--- config.mk ---
export PLATFORM = sky130hd
export DESIGN_NAME = padded_size_selector
export DESIGN_NICKNAME = d
export VERILOG_FILES = /design/src/hw/rtl/pss_pkg.sv /design/src/hw/rtl/pss_ctrl.sv /design/src/hw/rtl/pss_datapath.sv /design/src/hw/rtl/padded_size_selector.sv
export SDC_FILE = /design/constraint.sdc
export NUM_CORES = 2
export LEC_CHECK = 0
export BUFFER_PORTS_ARGS = -buffer_cell sky130_fd_sc_hd__clkbuf_2
export CAP_MARGIN = 20
export CELL_PAD_IN_SITES_DETAIL_PLACEMENT = 1
export CELL_PAD_IN_SITES_GLOBAL_PLACEMENT = 2
export CORE_AREA = 2 2 442 444
export CTS_BUF_LIST = sky130_fd_sc_hd__clkbuf_16
export DETAILED_ROUTE_END_ITERATION = 7
export DIE_AREA = 0 0 444 446
export PLACE_DENSITY = 0.83
export SYNTH_ARGS = -nofsm -noshare
export SYNTH_HDL_FRONTEND = slang
export SYNTH_SLANG_ARGS = --single-unit
--- constraint.sdc ---
create_clock -name clk -period 27.9 [get_ports clk]
set_clock_uncertainty 0.1 [all_clocks]
set_input_delay 1.395 -clock clk [delete_from_list [all_inputs] [get_ports clk]]
set_output_delay 1.395 -clock clk [all_outputs]
set_load 0.02 [all_outputs]
--- src/hw/rtl/pss_pkg.sv ---
// pss_pkg: shared types and constants of the padded size selector.
// Payload structs, status and source codes, controller/datapath interface.
// No dependencies.
`timescale 1ns / 1ps

package pss_pkg;

  localparam int SIZE_W    = 24;
  localparam int CFG_IDX_W = 2;

  localparam logic [SIZE_W-1:0] SMALL_LIMIT = 24'd10;

  localparam logic [SIZE_W-1:0] MULT_LO_RST  = 24'd10;
  localparam logic [SIZE_W-1:0] MULT_HI_RST  = 24'd2;
  localparam logic [SIZE_W-1:0] MAX_SIZE_RST = 24'd65536;

  localparam logic [CFG_IDX_W-1:0] CFG_MULT_LO  = 2'd0;
  localparam logic [CFG_IDX_W-1:0] CFG_MULT_HI  = 2'd1;
  localparam logic [CFG_IDX_W-1:0] CFG_MAX_SIZE = 2'd2;

  localparam logic REQ_QUERY = 1'b0;
  localparam logic REQ_LOAD  = 1'b1;

  typedef enum logic [1:0] {
    ST_OK    = 2'd0,
    ST_RANGE = 2'd1,
    ST_FULL  = 2'd2
  } pss_status_t;

  // where the result size comes from
  typedef enum logic [1:0] {
    SRC_REQ = 2'd0,
    SRC_HIT = 2'd1,
    SRC_KEY = 2'd2
  } pss_src_t;

  typedef struct packed {
    logic              req_type;
    logic [SIZE_W-1:0] size_value;
  } pss_in_t;

  typedef struct packed {
    logic [SIZE_W-1:0] chosen_size;
    logic              list_changed;
    pss_status_t       status;
  } pss_out_t;

  typedef struct packed {
    logic        load_in;
    logic        scan_start;
    logic        strict;
    logic        scan;
    logic        mul;
    logic        pad;
    logic        shift_start;
    logic        shift;
    logic        put;
    logic        res_load;
    pss_status_t res_status;
    pss_src_t    res_src;
    logic        res_changed;
  } pss_cmd_t;

  typedef struct packed {
    logic range_bad;
    logic is_load;
    logic scan_done;
    logic shift_done;
    logic hit;
    logic eq;
    logic last_eq;
    logic full;
  } pss_stat_t;

endpackage

--- src/hw/rtl/pss_ctrl.sv ---
// pss_ctrl: sequencing state machine of the padded size selector.
// Drives pss_cmd_t to the datapath, reads pss_stat_t back. Uses pss_pkg.
`timescale 1ns / 1ps

module pss_ctrl import pss_pkg::*; (
  input  logic      clk,
  input  logic      rst_n,
  input  logic      in_valid,
  output logic      in_ready,
  output logic      out_valid,
  input  logic      out_ready,
  input  pss_stat_t stat,
  output pss_cmd_t  cmd
);

  typedef enum logic [3:0] {
    S_IDLE, S_CHECK, S_SCAN_Q, S_Q_DEC, S_MUL, S_PAD, S_Q_INS,
    S_SCAN_L, S_L_DEC, S_SHIFT, S_PUT, S_RESP
  } state_t;

  state_t      state_r;
  logic        out_valid_r;
  pss_status_t res_status_r;
  pss_src_t    res_src_r;
  logic        res_changed_r;

  assign in_ready  = (state_r == S_IDLE);
  assign out_valid = out_valid_r;

  always_comb begin
    cmd             = '0;
    cmd.res_status  = res_status_r;
    cmd.res_src     = res_src_r;
    cmd.res_changed = res_changed_r;
    unique case (state_r)
      S_IDLE:   cmd.load_in = in_valid;
      S_CHECK: begin
        if (!stat.range_bad) begin
          cmd.scan_start = 1'b1;
          cmd.strict     = !stat.is_load;  // query looks for first entry above
        end
      end
      S_SCAN_Q,
      S_SCAN_L: cmd.scan = 1'b1;
      S_MUL:    cmd.mul = 1'b1;
      S_PAD:    cmd.pad = 1'b1;
      S_L_DEC:  cmd.shift_start = !(stat.hit && stat.eq) && !stat.full;
      S_SHIFT:  cmd.shift = 1'b1;
      S_PUT:    cmd.put = 1'b1;
      S_RESP:   cmd.res_load = !out_valid_r || out_ready;
      default: ;
    endcase
  end

  always_ff @(posedge clk) begin
    if (!rst_n) begin
      state_r       <= S_IDLE;
      out_valid_r   <= 1'b0;
      res_status_r  <= ST_OK;
      res_src_r     <= SRC_REQ;
      res_changed_r <= 1'b0;
    end else begin
      if (cmd.res_load) begin
        out_valid_r <= 1'b1;
      end else if (out_ready) begin
        out_valid_r <= 1'b0;
      end
      unique case (state_r)
        S_IDLE: begin
          if (in_valid) state_r <= S_CHECK;
        end
        S_CHECK: begin
          if (stat.range_bad) begin
            res_status_r  <= ST_RANGE;
            res_src_r     <= SRC_REQ;
            res_changed_r <= 1'b0;
            state_r       <= S_RESP;
          end else if (stat.is_load) begin
            state_r <= S_SCAN_L;
          end else begin
            state_r <= S_SCAN_Q;
          end
        end
        S_SCAN_Q: begin
          if (stat.scan_done) state_r <= S_Q_DEC;
        end
        S_Q_DEC: begin
          if (stat.hit) begin
            res_status_r  <= ST_OK;
            res_src_r     <= SRC_HIT;
            res_changed_r <= 1'b0;
            state_r       <= S_RESP;
          end else begin
            state_r <= S_MUL;
          end
        end
        S_MUL: state_r <= S_PAD;
        S_PAD: state_r <= S_Q_INS;
        S_Q_INS: begin
          // no entry above the request: padded size goes at the tail
          if (stat.last_eq) begin
            res_status_r  <= ST_OK;
            res_src_r     <= SRC_KEY;
            res_changed_r <= 1'b0;
            state_r       <= S_RESP;
          end else if (stat.full) begin
            res_status_r  <= ST_FULL;
            res_src_r     <= SRC_REQ;
            res_changed_r <= 1'b0;
            state_r       <= S_RESP;
          end else begin
            state_r <= S_PUT;
          end
        end
        S_SCAN_L: begin
          if (stat.scan_done) state_r <= S_L_DEC;
        end
        S_L_DEC: begin
          if (stat.hit && stat.eq) begin
            res_status_r  <= ST_OK;
            res_src_r     <= SRC_KEY;
            res_changed_r <= 1'b0;
            state_r       <= S_RESP;
          end else if (stat.full) begin
            res_status_r  <= ST_FULL;
            res_src_r     <= SRC_REQ;
            res_changed_r <= 1'b0;
            state_r       <= S_RESP;
          end else begin
            state_r <= S_SHIFT;
          end
        end
        S_SHIFT: begin
          if (stat.shift_done) state_r <= S_PUT;
        end
        S_PUT: begin
          res_status_r  <= ST_OK;
          res_src_r     <= SRC_KEY;
          res_changed_r <= 1'b1;
          state_r       <= S_RESP;
        end
        S_RESP: begin
          if (cmd.res_load) state_r <= S_IDLE;
        end
        default: state_r <= S_IDLE;
      endcase
    end
  end

endmodule

--- src/hw/rtl/pss_datapath.sv ---
// pss_datapath: size table memory, scan and shift counters, padding multiply,
// configuration registers and result register. Uses pss_pkg.
`timescale 1ns / 1ps

module pss_datapath import pss_pkg::*; #(
  parameter int TABLE_DEPTH = 64
) (
  input  logic                 clk,
  input  logic                 rst_n,
  input  logic                 cfg_valid,
  input  logic [CFG_IDX_W-1:0] cfg_index,
  input  logic [SIZE_W-1:0]    cfg_data,
  input  pss_in_t              in_data,
  input  pss_cmd_t             cmd,
  output pss_stat_t            stat,
  output pss_out_t             out_data
);

  localparam int AW = $clog2(TABLE_DEPTH);
  localparam int CW = $clog2(TABLE_DEPTH + 1);

  logic [SIZE_W-1:0] mem [TABLE_DEPTH];
  logic [SIZE_W-1:0] rdata_r;

  logic [SIZE_W-1:0] mult_lo_r, mult_hi_r, max_size_r;

  logic              req_type_r;
  logic [SIZE_W-1:0] req_size_r;
  logic [SIZE_W-1:0] key_r;
  logic              strict_r;
  logic [CW-1:0]     idx_r;
  logic              pend_r;
  logic [CW-1:0]     pos_r;
  logic              hit_r;
  logic [SIZE_W-1:0] hitval_r;
  logic [CW-1:0]     count_r;
  logic [CW-1:0]     rem_r;
  logic [AW-1:0]     sa_r;
  logic [AW-1:0]     wa_r;
  logic [2*SIZE_W-1:0] prod_r;
  pss_out_t          out_r;

  logic              ge;
  logic              stop_hit, stop_end;
  logic [SIZE_W-1:0] fac_sel, fac_eff;
  logic [2*SIZE_W-1:0] prod_nxt;
  logic [SIZE_W-1:0] pad_nxt;
  logic              mem_we, mem_re;
  logic [AW-1:0]     mem_wa, mem_ra;
  logic [SIZE_W-1:0] mem_wd;

  // scan compare; previous cycle's read is for address idx_r-1
  assign ge       = strict_r ? (rdata_r > key_r) : (rdata_r >= key_r);
  assign stop_hit = pend_r && ge;
  assign stop_end = !stop_hit && (idx_r >= count_r);

  // zero factor acts as one
  assign fac_sel  = (req_size_r < SMALL_LIMIT) ? mult_lo_r : mult_hi_r;
  assign fac_eff  = (fac_sel == '0) ? SIZE_W'(1) : fac_sel;
  assign prod_nxt = (2*SIZE_W)'(req_size_r) * (2*SIZE_W)'(fac_eff);
  assign pad_nxt  = (prod_r > {{SIZE_W{1'b0}}, max_size_r}) ? req_size_r
                                                             : prod_r[SIZE_W-1:0];

  always_comb begin
    mem_we = 1'b0;
    mem_re = 1'b0;
    mem_wa = '0;
    mem_ra = '0;
    mem_wd = key_r;
    if (cmd.scan && !stop_hit && !stop_end) begin
      mem_re = 1'b1;
      mem_ra = idx_r[AW-1:0];
    end
    if (cmd.shift && (rem_r != '0)) begin
      mem_re = 1'b1;
      mem_ra = sa_r;
    end
    if (cmd.shift && pend_r) begin
      mem_we = 1'b1;
      mem_wa = wa_r;
      mem_wd = rdata_r;
    end
    if (cmd.put) begin
      mem_we = 1'b1;
      mem_wa = pos_r[AW-1:0];
      mem_wd = key_r;
    end
  end

  always_ff @(posedge clk) begin
    if (mem_we) mem[mem_wa] <= mem_wd;
    if (mem_re) rdata_r <= mem[mem_ra];
  end

  always_ff @(posedge clk) begin
    if (!rst_n) begin
      mult_lo_r  <= MULT_LO_RST;
      mult_hi_r  <= MULT_HI_RST;
      max_size_r <= MAX_SIZE_RST;
    end else if (cfg_valid) begin
      unique case (cfg_index)
        CFG_MULT_LO:  mult_lo_r  <= cfg_data;
        CFG_MULT_HI:  mult_hi_r  <= cfg_data;
        CFG_MAX_SIZE: max_size_r <= cfg_data;
        default: ;
      endcase
    end
  end

  always_ff @(posedge clk) begin
    if (!rst_n) begin
      count_r <= '0;
      pend_r  <= 1'b0;
    end else begin
      if (cmd.load_in) begin
        req_type_r <= in_data.req_type;
        req_size_r <= in_data.size_value;
        key_r      <= in_data.size_value;
      end
      if (cmd.scan_start) begin
        idx_r    <= '0;
        pend_r   <= 1'b0;
        strict_r <= cmd.strict;
      end
      if (cmd.scan) begin
        if (stop_hit) begin
          pos_r    <= idx_r - 1'b1;
          hit_r    <= 1'b1;
          hitval_r <= rdata_r;
          pend_r   <= 1'b0;
        end else if (stop_end) begin
          // rdata_r holds the last entry here when the table is not empty
          pos_r    <= count_r;
          hit_r    <= 1'b0;
          hitval_r <= rdata_r;
          pend_r   <= 1'b0;
        end else begin
          idx_r  <= idx_r + 1'b1;
          pend_r <= 1'b1;
        end
      end
      if (cmd.mul) prod_r <= prod_nxt;
      if (cmd.pad) key_r <= pad_nxt;
      if (cmd.shift_start) begin
        rem_r  <= count_r - pos_r;
        sa_r   <= AW'(count_r - 1'b1);
        pend_r <= 1'b0;
      end
      if (cmd.shift) begin
        // move entries up one slot, top down
        if (rem_r != '0) begin
          sa_r   <= sa_r - 1'b1;
          rem_r  <= rem_r - 1'b1;
          wa_r   <= sa_r + 1'b1;
          pend_r <= 1'b1;
        end else begin
          pend_r <= 1'b0;
        end
      end
      if (cmd.put) count_r <= count_r + 1'b1;
      if (cmd.res_load) begin
        unique case (cmd.res_src)
          SRC_HIT: out_r.chosen_size <= hitval_r;
          SRC_KEY: out_r.chosen_size <= key_r;
          default: out_r.chosen_size <= req_size_r;
        endcase
        out_r.list_changed <= cmd.res_changed;
        out_r.status       <= cmd.res_status;
      end
    end
  end

  assign stat.range_bad  = (req_size_r == '0) || (req_size_r > max_size_r);
  assign stat.is_load    = (req_type_r == REQ_LOAD);
  assign stat.scan_done  = stop_hit || stop_end;
  assign stat.shift_done = (rem_r == '0) && !pend_r;
  assign stat.hit        = hit_r;
  assign stat.eq         = (hitval_r == key_r);
  assign stat.last_eq    = (count_r != '0) && (hitval_r == key_r);
  assign stat.full       = (count_r == CW'(TABLE_DEPTH));

  assign out_data = out_r;

endmodule

--- src/hw/rtl/padded_size_selector.sv ---
// padded_size_selector: top level, sorted padded-size table with lookup/insert.
// Instantiates pss_ctrl and pss_datapath; uses pss_pkg.
//
//  channel  | handshake             | payload
//  ---------+-----------------------+------------------------------------------
//  in       | in_valid / in_ready   | in_data  (pss_in_t: req_type, size_value)
//  out      | out_valid / out_ready | out_data (pss_out_t: chosen, changed, status)
//  cfg      | cfg_valid / cfg_ready | cfg_index (register), cfg_data (value)
//
// One item at a time. A transfer on in starts a linear scan of the table
// memory, one entry per cycle through its registered read port.
// With out ready, the result shows in the same cycle as in reopens. A query
// hit returns the first entry above the request; a query miss multiplies,
// pads and puts the padded size at the tail unless the last entry holds it;
// a load of a new size scans to the slot and shifts the entries above it one
// per cycle; an out-of-range item is answered without a scan.
// Reset (rst_n low, synchronous) empties the table; no clearing pass.
// A stall on out holds the item in its result state until out is free;
// the result register frees in once the result is loaded. cfg is always ready.
`timescale 1ns / 1ps

module padded_size_selector import pss_pkg::*; #(
  parameter int TABLE_DEPTH = 64
) (
  input  logic                 clk,
  input  logic                 rst_n,
  input  logic                 in_valid,
  output logic                 in_ready,
  input  pss_in_t              in_data,
  output logic                 out_valid,
  input  logic                 out_ready,
  output pss_out_t             out_data,
  input  logic                 cfg_valid,
  output logic                 cfg_ready,
  input  logic [CFG_IDX_W-1:0] cfg_index,
  input  logic [SIZE_W-1:0]    cfg_data
);

  pss_cmd_t  cmd;
  pss_stat_t stat;

  // register writes are never held off
  assign cfg_ready = 1'b1;

  pss_ctrl u_ctrl (
    .clk       (clk),
    .rst_n     (rst_n),
    .in_valid  (in_valid),
    .in_ready  (in_ready),
    .out_valid (out_valid),
    .out_ready (out_ready),
    .stat      (stat),
    .cmd       (cmd)
  );

  pss_datapath #(
    .TABLE_DEPTH (TABLE_DEPTH)
  ) u_datapath (
    .clk       (clk),
    .rst_n     (rst_n),
    .cfg_valid (cfg_valid),
    .cfg_index (cfg_index),
    .cfg_data  (cfg_data),
    .in_data   (in_data),
    .cmd       (cmd),
    .stat      (stat),
    .out_data  (out_data)
  );

endmodule

==> results.toml <==
[pwr]
ir_drop_v = 0.0000615
p_total_mw = 7.62
cell_internal_pwr_mw = 5.11
netSwitchingFraction_pct = 33.0
clkPwrFrac_pct = 31.5
static-leakage-power_nw = 40.6
p_seq_share_pct = 43.0
p_switching_mw = 2.52
pwr_density_cell_mw_per_mm2 = 73.3
combPwrFrac_pct = 25.5

[die]
chipHeight_um = 446
core_sq_mm = 0.194
io_pins = 86
start_util_pct = 48.6
die_area_sq_mm = 0.198
rows = 162
dieWidth_um = 444

[sta]
hold_violations = 0
worstMarginPinSlew_ns = 1.26
fin_setup_tns_ns = 0
relSlewSlack_pct = 15.5
max_freq_mhz = 88.5
setup_violations = 0
layout_min_cycle_time_ns = 11.29
post-route-period-util_pct = 40.5
slew_viol_final = 0
grt_setup_unrepaired = "no"
finalWorstSetupSlack_ns = 16.61

[global_routing]
grt_max_degree = 146
grt_pass1_vias = 65693
grt_usage_pct = 30.2
antenna_found_initial = 9
grt_pass1_wl_mm = 440
grt_overflow_total = 0

[yosys]
synthCells = 7517
synth_largest_area_cell = "edfxtp_1"
synth_seq_cells = 1833
synth_edf_count = 1743
ys_seq_area_share_pct = 57.6
syn-num-nets = 8325
syn_area_per_cell_sq_um = 12.5
yosysTopAreaCellShare_pct = 55.6
synth_area_leaders = "edfxtp_1, fa_1, nand2_1, mux2i_1, ha_1"
synth_ff_type = "edfxtp_1"
synth_area_sq_mm = 0.0941
yosysMostFrequentCell = "edfxtp_1"
synthDistinctLibCells = 71
yosys_warnings = 0
synthArstFlopShare_pct = 0
synth_commonest_cells = "edfxtp_1, nand2_1, inv_1"

[detailed_routing]
routedWlPerCell_um = 29.0
viasPerCell = 6.02
first_pass_iters = 5
vias = 61655
totalWireLength_mm = 297
drt_iter0_drc = 6460
final_antenna_net_count = 0
drc = 0

[layout]
layout-drive-gt1-share_pct = 9.32
regArea_sq_mm = 0.0541
final_cells = 10245
fin_nets = 8367
fillers = 19405
multi_input_area_sq_mm = 0.0364
synthToLayoutAreaGrowth_pct = 10.5

[critical_path]
arrival_ns = 11.77
crit_path_end_kind = "flip-flop"
cpPeakStageDelay_ns = 0.67
required_ns = 28.38
crit_slowest_cell = "o41ai_1"
worst-path-max-fanout = 28
timing.critical_path.from_type = "flip-flop"
crit_type = "flip-flop to flip-flop"
cpMostUsedCell = "fa_1"

[placed_design]
place_hpwl_mm = 192
gp_congestion = 0.896
place_worst_setup_slack_ns = 16.68
place_inst = 9895
port_buffers = 84

[cts]
cts_tree = "built"
max-clock-path-buffers = 3
cts.reportedPaths.clkPinSlew_ns = 0.06
postCtsResizedCells = 0
htree_levels = 4
cts_root_buf = "clkbuf_16"
clock_sinks = 1833
clk_latency_ns = 0.87
post-cts-setup-buffer-count = 0
holdBufCountCts = 0
numCtsBuffers = 190

[flow_run]
max_cap_violations = 0

[hold_path]
hp-class = "flip-flop to flip-flop"

[run_status]
run_status = "finished clean"
-- cell usage in the layout (no fill, tap or decap), types with 97 or more instances in the layout --
cell       Yosys  final
a31oi_1      106    106
fa_1         483    483
mux2i_1      438    436
edfxtp_1    1743   1743
nor2_1       166     97
nand3_1      234    234
buf_4          8    196
a211oi_1      98     98
nor2b_1      127    127
nand2_1     1346   1345
and2_1       243    241
a21oi_1      106    103
and3_1       104    104
inv_1        636    683
ha_1         269    269
clkbuf_16      0    194
o21ai_0      132    108
-- registers in the layout, summed over array words and instances (netlist names), 2 cells and up --
name	cells
u_datapath.mem	1536
u_datapath.prod_r	48
u_datapath.out_data	27
u_datapath.hitval_r	24
u_datapath.key_r	24
u_datapath.max_size_r	24
u_datapath.mult_hi_r	24
u_datapath.mult_lo_r	24
u_datapath.rdata_r	24
u_datapath.req_size_r	24
u_datapath.count_r	7
u_datapath.idx_r	7
u_datapath.pos_r	7
u_datapath.rem_r	7
u_datapath.sa_r	6
u_datapath.wa_r	6
u_ctrl.state_r	4
u_ctrl.res_src_r	2
u_ctrl.res_status_r	2
-- path summary, 6_finish.rpt --
check / from / to / slack, ns / cells after the start
max: u_datapath.req_size_r[13] / u_datapath.prod_r[47] / 16.61 / 37
min: u_ctrl.res_status_r[1] / u_datapath.out_data[1] / 0.35 / 0
max reg2reg: u_datapath.req_size_r[13] / u_datapath.prod_r[47] / 16.61 / 37
min reg2reg: u_ctrl.res_status_r[1] / u_datapath.out_data[1] / 0.35 / 0
-- worst max-delay path: cells and delay by family (launching register included) --
family	cells	cell delay [ns]
buffers and inverters	9	1.16
AOI/OAI and AO/OA	8	2.70
DFF	1	0.36
muxes	1	0.62
adders and majority gates	8	3.81
and+or+nand+nor	10	2.05
xor gates and xnor gates	1	0.09
-- kinds of logic (layout without fill, tap and decap cells) --
logic type | count (synthesis) | in the layout | share of synthesized area [%]
adder cells (fa/ha/maj) | 752 | 752 | 13.9
XOR/XNOR | 98 | 98 | 0.913
multiplexers | 483 | 483 | 5.20
AO/OA/AOI/OAI | 821 | 821 | 6.04
AND/OR/NAND/NOR | 2447 | 2447 | 11.9
flip-flops | 1833 | 1833 | 57.6
buffers and inverters | 1082 | 1267 | 4.50
other | 1 | 2 | 0.00399
-- layer usage --
metal / vias to the layer above / track usage (%) / wire [um]
li1: 26449 / - / -
met2: 2471 / 49.3 / 141000
met1: 32185 / 40.4 / 121000
met4: 0 / 12.4 / 13000
met5: - / 0 / 0
met3: 550 / 5.03 / 22700
-- stage by stage --
step | util, % | hold WS, ns | area [sq um]
2_1_floorplan | - | 0.309 | 94100
3_3_place_gp | 50.6 | 0.329 | 98000
3_5_place_dp | 50.7 | 0.341 | 98100
4_1_cts | 53.6 | 0.355 | 104000
5_1_grt | 53.7 | 0.377 | 104000
6_report | 53.7 | 0.347 | 104000
-- power by group through the flow --
stage | Sequential (mW) | Combinational (mW) | Clock (mW)
global placement | 3.33 | 1.83 | 0
global route | 3.28 | 2.09 | 2.52
detailed placement | 3.33 | 1.89 | 0
CTS | 3.28 | 1.91 | 2.43
finish | 3.28 | 1.94 | 2.40
floorplan | 3.31 | 1.13 | 0
-- final cells by class --
class | count | area share [%]
antenna | 1 | 0.00241
clock buffer | 194 | 4.67
clock inverter | 141 | 0.863
inverter | 637 | 2.30
multi-input combinational | 4602 | 35.0
sequential | 1833 | 52.1
tap | 2542 | 3.06
timing repair buffer | 295 | 2.01
Note: power is estimated with default switching activity, not from simulation.
